File: config.mk
export PLATFORM = sky130hd
export DESIGN_NAME = url_percent_decoder_core
export DESIGN_NICKNAME = d
export VERILOG_FILES = /design/src/hw/rtl/urlpd_pkg.sv /design/src/hw/rtl/urlpd_out_fifo.sv /design/src/hw/rtl/urlpd_decode.sv /design/src/hw/rtl/url_percent_decoder_core.sv
export VERILOG_INCLUDE_DIRS = /design/src /design/src/hw/rtl
export SDC_FILE = /design/constraint.sdc
export NUM_CORES = 1
export LEC_CHECK = 0
export BUFFER_PORTS_ARGS = -buffer_cell sky130_fd_sc_hd__buf_4
export CORE_AREA = 2 2 62 123
export CTS_BUF_LIST = sky130_fd_sc_hd__clkbuf_4
export DETAILED_ROUTE_END_ITERATION = 10
export DIE_AREA = 0 0 64 125
export PLACE_DENSITY = 0.74
export SLEW_MARGIN = 5
export SYNTH_ARGS = -nofsm -noshare
export SYNTH_HDL_FRONTEND = slang
export SYNTH_HIERARCHICAL = 1
export SYNTH_SLANG_ARGS = --single-unit
export TNS_END_PERCENT = 1
File: constraint.sdc
create_clock -name clk -period 2.67 [get_ports clk]
set_clock_uncertainty 0.15 [all_clocks]
set_input_delay 0 -clock clk [delete_from_list [all_inputs] [get_ports clk]]
set_output_delay 0 -clock clk [all_outputs]
set_load 0.02 [all_outputs]
File: src/hw/rtl/url_percent_decoder_core_macros.svh
// Assertion helpers shared by the decoder RTL.
// Each helper samples on the rising edge of clk and is disabled while rst is high.
`ifndef URL_PERCENT_DECODER_CORE_MACROS_SVH
`define URL_PERCENT_DECODER_CORE_MACROS_SVH
`ifndef SYNTHESIS
`define URLPD_ASSERT(name, prop, msg) \
  name: assert property (@(posedge clk) disable iff (rst) prop) else $error(msg);
`define URLPD_ASSERT_NEXT(name, pre, post, msg) \
  name: assert property (@(posedge clk) disable iff (rst) (pre) |=> (post)) else $error(msg);
`else
`define URLPD_ASSERT(name, prop, msg)
`define URLPD_ASSERT_NEXT(name, pre, post, msg)
`endif
`endif

File: src/hw/rtl/urlpd_pkg.sv
package urlpd_pkg;

  localparam logic [7:0] PERCENT = 8'h25;

  // Escape progress, one-hot
  typedef enum logic [2:0] {
    PH_IDLE  = 3'b001,
    PH_PCT   = 3'b010,
    PH_DIGIT = 3'b100
  } phase_t;

  typedef struct packed {
    logic [7:0] data;
    logic       last;
  } urlpd_item_t;

  typedef struct packed {
    logic [1:0]  cnt;
    urlpd_item_t item0;
    urlpd_item_t item1;
    phase_t      phase_next;
    logic [7:0]  held_next;
  } urlpd_step_t;

  // Hex digit value; anything that is not a hex digit counts as zero
  function automatic logic [3:0] hex_value(input logic [7:0] b);
    logic [3:0] v;
    v = 4'h0;
    if (b >= 8'h30 && b <= 8'h39) begin
      v = b[3:0];
    end else if ((b >= 8'h41 && b <= 8'h46) || (b >= 8'h61 && b <= 8'h66)) begin
      v = b[3:0] + 4'd9;
    end
    return v;
  endfunction

endpackage

File: src/hw/rtl/urlpd_out_fifo.sv
module urlpd_out_fifo #(
  parameter int DEPTH = 4
) (
  input  logic                         clk,
  input  logic                         rst,
  input  logic [1:0]                   push_cnt,
  input  urlpd_pkg::urlpd_item_t       push0,
  input  urlpd_pkg::urlpd_item_t       push1,
  input  logic                         pop_ready,
  output logic                         head_valid,
  output urlpd_pkg::urlpd_item_t       head_item,
  output logic [$clog2(DEPTH+1)-1:0]   count
);

  localparam int PW = (DEPTH > 1) ? $clog2(DEPTH) : 1;
  localparam int CW = $clog2(DEPTH + 1);

  urlpd_pkg::urlpd_item_t slots [DEPTH];
  logic [PW-1:0] head;
  logic [PW-1:0] tail;
  logic [PW-1:0] tail_plus1;
  logic [PW-1:0] tail_next;
  logic [CW-1:0] count_next;
  logic          pop;

  function automatic logic [PW-1:0] wrap_inc(input logic [PW-1:0] p);
    return (p == PW'(DEPTH - 1)) ? '0 : p + 1'b1;
  endfunction

  assign tail_plus1 = wrap_inc(tail);
  assign pop        = head_valid && pop_ready;
  assign head_valid = (count != '0);
  assign head_item  = slots[head];

  always_comb begin
    case (push_cnt)
      2'd1:    tail_next = tail_plus1;
      2'd2:    tail_next = wrap_inc(tail_plus1);
      default: tail_next = tail;
    endcase
    count_next = count + CW'(push_cnt) - CW'(pop);
  end

  always_ff @(posedge clk) begin
    if (push_cnt != 2'd0) begin
      slots[tail] <= push0;
    end
    if (push_cnt == 2'd2) begin
      slots[tail_plus1] <= push1;
    end
  end

  always_ff @(posedge clk) begin
    if (rst) begin
      head  <= '0;
      tail  <= '0;
      count <= '0;
    end else begin
      tail  <= tail_next;
      count <= count_next;
      if (pop) begin
        head <= wrap_inc(head);
      end
    end
  end

endmodule

File: src/hw/rtl/urlpd_decode.sv
module urlpd_decode (
  input  urlpd_pkg::phase_t      phase,
  input  logic [7:0]             held,
  input  logic [7:0]             in_byte,
  input  logic                   in_last,
  output urlpd_pkg::urlpd_step_t step
);

  always_comb begin
    step            = '0;
    step.phase_next = urlpd_pkg::PH_IDLE;
    step.held_next  = 8'h00;
    case (phase)
      urlpd_pkg::PH_PCT: begin
        if (in_last) begin
          // string ends one byte after the percent: pass both through
          step.cnt   = 2'd2;
          step.item0 = '{data: urlpd_pkg::PERCENT, last: 1'b0};
          step.item1 = '{data: in_byte, last: 1'b1};
        end else begin
          step.held_next  = in_byte;
          step.phase_next = urlpd_pkg::PH_DIGIT;
        end
      end
      urlpd_pkg::PH_DIGIT: begin
        step.cnt   = 2'd1;
        step.item0 = '{data: {urlpd_pkg::hex_value(held), urlpd_pkg::hex_value(in_byte)},
                       last: in_last};
      end
      default: begin
        if (in_byte == urlpd_pkg::PERCENT && !in_last) begin
          step.phase_next = urlpd_pkg::PH_PCT;
        end else begin
          step.cnt   = 2'd1;
          step.item0 = '{data: in_byte, last: in_last};
        end
      end
    endcase
  end

endmodule

File: src/hw/rtl/url_percent_decoder_core.sv
// URL percent decoder, streaming.
// Slave channel s_axis_*: one encoded byte per request, tlast on the final byte
// of a string. Master channel m_axis_*: decoded bytes, tlast on the final
// decoded byte of the string. "%hh" collapses to one byte; non-hex digits
// count as zero; a '%' that ends a string passes through, and a string that
// ends one byte after a '%' passes the '%' and that byte through unchanged.
// Throughput: one request per cycle, sustained, while the receiver keeps up.
// An input register feeds the decode logic, whose results land in an output
// queue of OUT_DEPTH entries; a request is decoded only when two slots are
// free, so the end-of-string flush that yields two results never overflows.
// When the receiver stalls the queue fills, then the input register holds
// and s_axis_tready drops; nothing is lost or repeated.
// Reset (rst, synchronous, active high) empties the queue and the input
// register and returns the decoder to the between-escapes state.
`include "url_percent_decoder_core_macros.svh"

module url_percent_decoder_core #(
  parameter int OUT_DEPTH = 4
) (
  input  logic       clk,
  input  logic       rst,
  input  logic       s_axis_tvalid,
  output logic       s_axis_tready,
  input  logic [7:0] s_axis_tdata,   // [7:0] in_byte
  input  logic       s_axis_tlast,   // in_last
  output logic       m_axis_tvalid,
  input  logic       m_axis_tready,
  output logic [7:0] m_axis_tdata,   // [7:0] out_byte
  output logic       m_axis_tlast    // out_last
);

  localparam int CW = $clog2(OUT_DEPTH + 1);

  // input register
  logic       q_valid;
  logic [7:0] q_byte;
  logic       q_last;

  // decoder state
  urlpd_pkg::phase_t phase;
  logic [7:0]        held;

  urlpd_pkg::urlpd_step_t step;
  urlpd_pkg::urlpd_item_t head_item;
  logic [CW-1:0]          fifo_count;
  logic                   consume;
  logic [1:0]             push_cnt;

  // decode only with room for the two-result flush
  assign consume       = q_valid && (fifo_count <= CW'(OUT_DEPTH - 2));
  assign s_axis_tready = !q_valid || consume;
  assign push_cnt      = consume ? step.cnt : 2'd0;

  urlpd_decode u_decode (
    .phase   (phase),
    .held    (held),
    .in_byte (q_byte),
    .in_last (q_last),
    .step    (step)
  );

  urlpd_out_fifo #(
    .DEPTH (OUT_DEPTH)
  ) u_out_fifo (
    .clk        (clk),
    .rst        (rst),
    .push_cnt   (push_cnt),
    .push0      (step.item0),
    .push1      (step.item1),
    .pop_ready  (m_axis_tready),
    .head_valid (m_axis_tvalid),
    .head_item  (head_item),
    .count      (fifo_count)
  );

  assign m_axis_tdata = head_item.data;
  assign m_axis_tlast = head_item.last;

  // hold the payload until it is decoded; load a fresh request whenever taken
  always_ff @(posedge clk) begin
    if (s_axis_tvalid && s_axis_tready) begin
      q_byte <= s_axis_tdata;
      q_last <= s_axis_tlast;
    end
  end

  always_ff @(posedge clk) begin
    if (rst) begin
      q_valid <= 1'b0;
      phase   <= urlpd_pkg::PH_IDLE;
      held    <= 8'h00;
    end else begin
      if (s_axis_tready) begin
        q_valid <= s_axis_tvalid;
      end
      // advance the escape state only on a decoded request
      if (consume) begin
        phase <= step.phase_next;
        held  <= step.held_next;
      end
    end
  end

  `URLPD_ASSERT(a_fifo_bound, fifo_count <= CW'(OUT_DEPTH), "output queue overflow")
  `URLPD_ASSERT(a_flush_order, (consume && step.cnt == 2'd2) |-> (!step.item0.last && step.item1.last), "flush tlast order wrong")
  `URLPD_ASSERT_NEXT(a_end_idle, consume && q_last, phase == urlpd_pkg::PH_IDLE, "escape state kept past end of string")
  `URLPD_ASSERT_NEXT(a_pct_enter, consume && phase == urlpd_pkg::PH_IDLE && q_byte == urlpd_pkg::PERCENT && !q_last, phase == urlpd_pkg::PH_PCT, "percent did not open an escape")

endmodule

==> Word level (Yosys, flattened, before mapping) <==
Memories as Yosys holds them, arrays and structs flattened. A register that Yosys moved wholly into a read port is not among the register bits.
Cells that the tools add are included.
{ "word_totals": {"reg_bits": 28, "ram_bits": 36, "in_bits": 13, "output_inout_bits": 11, "memories": 1} }
{ "memory_table": {"columns": ["memory", "depth", "width", "rd", "rd_ports_with_merged_regs", "wr", "line", "text"], "rows": [
  ["u_out_fifo.slots", 4, 9, 1, 1, 2, "urlpd_out_fifo.sv:18", "urlpd_pkg::urlpd_item_t slots [DEPTH];"]
]} }
{ "op_classes": {"n_addsub": 7, "order_cmp": 13, "n_eq_ne": 8, "muxes": 23, "n_reduce_logical": 18} }
{ "ops": {"columns": ["cell", "n"], "rows": [
  ["$ge A8 B7 Y1 const B", 4],
  ["$le A8 B7 Y1 const B", 4],
  ["$pmux W11 S2", 1],
  ["$mux W20", 1],
  ["$ge A8 B6 Y1 const B", 2],
  ["$le A8 B6 Y1 const B", 2],
  ["$mux W4", 4],
  ["$mux W2", 7],
  ["$mux W11", 1],
  ["$logic_and A1 B1 Y1", 10],
  ["$mux W10", 1],
  ["$mux W9", 1],
  ["$add A4 B4 Y4 const B", 2],
  ["$eq A2 B2 Y1 const B", 4],
  ["$eq A8 B6 Y1 const B", 1],
  ["$mux W8", 1],
  ["$add A2 B1 Y2 const B", 3],
  ["$pmux W3 S2", 1],
  ["$mux W1", 4],
  ["$pmux W2 S2", 1],
  ["$reduce_bool A2 Y1", 2],
  ["$add A3 B2 Y3", 1],
  ["$eq A3 B2 Y1 const B", 1],
  ["$eq A3 B3 Y1 const B", 1],
  ["6 further kinds", 9]
]} }

==> Longest topological paths before layout <==
{ "depth": {"ltp_word": 10, "ltp_mapped": 13, "ltp_nobuf": 11} }

==> Cells and area by module <==
Netlist, hierarchy kept.
{ "by_module_without_submodules": {"columns": ["module", "n_inst", "cells_each", "area_each_um2"], "rows": [
  ["urlpd_out_fifo", 1, 152, 2332.2],
  ["url_percent_decoder_core", 1, 67, 849.6],
  ["urlpd_decode", 1, 86, 561.8]
]} }

==> Worst setup path after synthesis <==
No wires, ideal clock.
{ "synth_timing": {"path_type": "reg-to-reg", "from": "reg q_byte[0]", "to": "mem u_out_fifo/slots[0][0] in the netlist's numbering (enable)", "setup_time_ns": 0.387, "arrival_ns": 2.377, "t_required_ns": 2.133, "slack_ns": -0.245, "stages_incl_launch_ff": 9, "period_less_slack_ns": 2.915, "cell_sequence": "edfxtp_1 > ha_1 > and4bb_1 > a32oi_1 > or2_1 > and3_1 > inv_1 > ha_1 > o21ai_0"} }
{ "synth_rtl": {"columns": ["element", "line", "text"], "rows": [
  ["start, declared", "url_percent_decoder_core.sv:36", "logic [7:0] q_byte;"],
  ["start signal, assigned", "url_percent_decoder_core.sv:82", "q_byte <= s_axis_tdata;"],
  ["end, declared", "urlpd_out_fifo.sv:18", null]
]} }

==> impl_metrics.py <==
metrics = {
    "clock_tree": {
        "cts_buffer_depth": 2,
        "clock-sinks": 66,
        "cts_buffers": 9,
        "root_buffer": "clkbuf_4",
        "cts_tree": "yes",
        "htreeDepth": 3,
        "clk_latency_ns": 0.42,
        "cts.clk_slew.worst_paths_ns": 0.10,
    },
    "sta": {
        "final.setup.worst_slack_ns": -0.0369,
        "fmax_ghz": 0.369,
        "fin_crit_ns": 2.71,
        "slew_headroom_pct": 57.9,
        "worstMarginPinSlew_ns": 0.631,
        "final_max_slew_viol_count": 0,
        "rsz0062_at_grt": "true",
        "finalCritPeriodShare_pct": 101,
        "finalHoldViolations": 0,
        "finalSetupViolations": 1,
    },
    "layout": {
        "num-fill-cells": 539,
        "drive_gt1_share_pct": 38.1,
        "seq_area_um2": 1770,
        "final_util_pct": 63.2,
        "finish.instance_area_um2": 4490,
        "multi_input_area_um2": 1890,
        "diodes": 0,
        "num-nets-final": 398,
        "final_cell_count_no_fill": 462,
        "area_growth_pct": 19.9,
    },
    "worst_setup_path": {
        "critPathLaunchType": "flip-flop",
        "crit_type": "flip-flop to flip-flop",
        "cpMaxStageDelayCell": "edfxtp_1",
        "slowest_delay_ns": 0.41,
        "cp_max_fo": 2,
        "crit_start": "q_byte[1]$_DFFE_PP_",
        "crit_arrival_ns": 2.90,
        "r2r_start": "q_byte[1]$_DFFE_PP_",
        "end_kind": "flip-flop",
        "critPathRequiredTime_ns": 2.87,
        "path_cells": "inv_2 > ha_4 > and4bb_1 > a32oi_2 > or2_1 > and3_4 > buf_4 > ha_2 > fa_2 > xor2_1 > and2_1 > nor3_1",
    },
    "outcome": {
        "outcome": "complete, but fails checks",
        "violations": "setup timing",
    },
    "drt": {
        "wl_mm": 8.58,
        "via_count": 2621,
        "wl_per_cell_um": 18.6,
        "firstDrtPassIters": 4,
        "drc": 0,
        "drt-initial-drc-count": 138,
        "postRouteAntennaNets": 0,
        "viasPerCell": 5.67,
    },
    "power": {
        "p_clk_share_pct": 21.3,
        "p_int_mw": 1.79,
        "p_leak_nw": 1.77,
        "p_sw_share_pct": 32.0,
        "total_power_mw": 2.63,
        "p_seq_share_pct": 49.1,
        "power_switching_uw": 843,
        "vdd_ir_drop_max_mv": 0.355,
        "p_per_area_nw_per_um2": 587,
        "combPwrFrac_pct": 29.7,
    },
    "logic_synthesis": {
        "ys_ff_latch": 66,
        "yosysSeqAreaShare_pct": 47.3,
        "syn_area_um2": 3740,
        "syn_inst": 305,
        "yosysUniqueCellTypes": 52,
        "synth_xor_area_share_pct": 0.702,
        "syn_nets": 338,
        "ys.warnings.count": 6,
        "ys.flop_type": "edfxtp_1",
        "synth_mux_area_share_pct": 16.8,
        "synth_compound_area_share_pct": 8.02,
        "syn_area_per_cell_um2": 12.3,
        "synth-simple-area-share_pct": 15.9,
        "synth_top_family_by_area": "multiplexers",
        "synth_fa_ha_area_share_pct": 6.89,
        "ys_async_sr_fraction_pct": 0,
        "synth_edf_count": 45,
    },
    "min_path": {
        "hold_path.class": "input port to flip-flop",
        "min-delay-start": "s_axis_tdata[5]",
    },
    "grt": {
        "grt_max_degree": 31,
        "antenna_found_initial": 0,
        "track_usage_pct": 23.3,
        "grt_pass1_vias": 2687,
        "overflow": 0,
        "grt_pass1_wl_mm": 13.9,
    },
    "floorplanning": {
        "pin_count": 24,
        "die-area_um2": 8000,
        "fp.dieH_um": 125,
        "start_util_pct": 52.7,
        "rows": 44,
        "design.core.area_um2": 7100,
        "fp.dieW_um": 64,
    },
    "flow_run": {
        "maxCapViolations": 0,
    },
    "placement": {
        "hpwlAfterDp_mm": 6.27,
        "pre_cts_ws_ns": -0.166,
        "io_buffers": 23,
        "dpl_cell_area_um2": 4120,
        "gp_congestion": 0.942,
        "dp.cells": 430,
    },
}
cell usage in the layout (no fill, tap or decap), types with 4 or more instances in the layout:
cell           netlist  layout
nor3_1               4       4
nand2_4              0       4
nand4b_1            10      10
clkbuf_4             0      11
dlygate4sd3_1        0      13
o21ai_0             10       6
mux2_2              36      36
and2_1               8       8
mux4_2               9       9
nor2_1              11      11
edfxtp_1            45      45
ha_1                19      15
inv_1               23      22
nand2b_1            13      13
buf_4                2      46
nand2_1              7       7
nor2b_1              4       4
dfxtp_1             21      21
and3_1              10       9
a21oi_1              8       8
o21ai_2             10      12
worst max-delay path, delay by kind of cell (launching register included):
| family | cells | cell delay [ns] |
|---|---|---|
| AO/OA/AOI/OAI | 1 | 0.13 |
| XOR/XNOR | 1 | 0.16 |
| adder cells (fa/ha/maj) | 3 | 0.64 |
| buffers and inverters | 2 | 0.22 |
| flip-flops | 1 | 0.41 |
| AND/OR/NAND/NOR | 5 | 0.95 |
logic make-up (layout without fill, tap and decap cells):
| family | after synthesis | after routing |
|---|---|---|
| flops | 66 | 66 |
| buf+inv | 35 | 100 |
| simple gates | 93 | 93 |
| compound gates | 41 | 41 |
| fa+ha+maj | 20 | 20 |
| xor+xnor | 3 | 3 |
| mux | 47 | 47 |
flip-flops by register name, indices dropped and copies added, names as in the netlist, named ones only:
| register | count |
|---|---|
| q_byte | 8 |
| u_out_fifo/tail | 2 |
| u_out_fifo/slots | 36 |
| phase | 3 |
| held | 8 |
| q_valid | 1 |
| u_out_fifo/head | 2 |
| u_out_fifo/count | 3 |
| q_last | 1 |
synthesized netlist by cell type (9+ instances only):
| library cell | n | area [µm²] |
|---|---|---|
| inv_1 | 23 | 86.3 |
| mux2_2 | 36 | 405 |
| nor2_1 | 11 | 41.3 |
| o21ai_2 | 10 | 87.6 |
| ha_1 | 19 | 238 |
| nand4b_1 | 10 | 87.6 |
| dfxtp_1 | 21 | 420 |
| nand2b_1 | 13 | 81.3 |
| mux4_2 | 9 | 203 |
| o21ai_0 | 10 | 50.1 |
| and3_1 | 10 | 62.6 |
| edfxtp_1 | 45 | 1350 |
power groups by stage:
| stage | Sequential, mW | Combinational [mW] | Clock [mW] |
|---|---|---|---|
| finish | 1.29 | 0.782 | 0.560 |
| CTS | 1.29 | 0.760 | 0.584 |
| detailed placement | 1.32 | 0.737 | 0 |
| global placement | 1.31 | 0.721 | 0 |
| floorplan | 1.27 | 0.531 | 0 |
| global route | 1.31 | 0.852 | 0.617 |
metal layers:
metal / wire length (µm) / global-route usage (%)
met3: 347 / 4.68
met4: 210 / 11.3
met5: 0 / 0
met2: 4520 / 38.4
met1: 3510 / 28.9
final timing paths:
| kind | endpoint | slack (ns) | depth (start not counted) |
|---|---|---|---|
| min | q_byte[5]$_DFFE_PP_ | 0.14 | 2 |
| max reg2reg | u_out_fifo/count[2]$_SDFF_PP0_ | -0.04 | 12 |
| min reg2reg | held[5]$_SDFFE_PP0P_ | 0.34 | 2 |
| max | u_out_fifo/count[2]$_SDFF_PP0_ | -0.04 | 12 |
what timing repair did:
action	in CTS	in global routing
hold buffers	13	0
gates resized for setup	4	14
buffers inserted	0	3
endpoints found under the setup margin	73	75
hold endpoints to repair	39	0
pin swaps	0	3
final cells by class:
| cell class | count | area share, % |
|---|---|---|
| Clock buffer | 11 | 1.84 |
| Tap cell | 92 | 2.57 |
| Sequential cell | 66 | 39.5 |
| Multi-Input combinational cell | 204 | 42.2 |
| Inverter | 23 | 1.92 |
| Timing Repair Buffer | 61 | 11.3 |
| Clock inverter | 5 | 0.697 |
stage by stage:
stage | hold slack [ns] | setup TNS [ns]
global placement | 0.0288 | -1.73
floorplan | -0.0854 | -1.88
global route | 0.122 | -4.38
CTS | 0.102 | -1.37
detailed placement | 0.0293 | -9.40
finish | 0.138 | -0.0369
No activity file was read; power rests on OpenSTA's default activity.
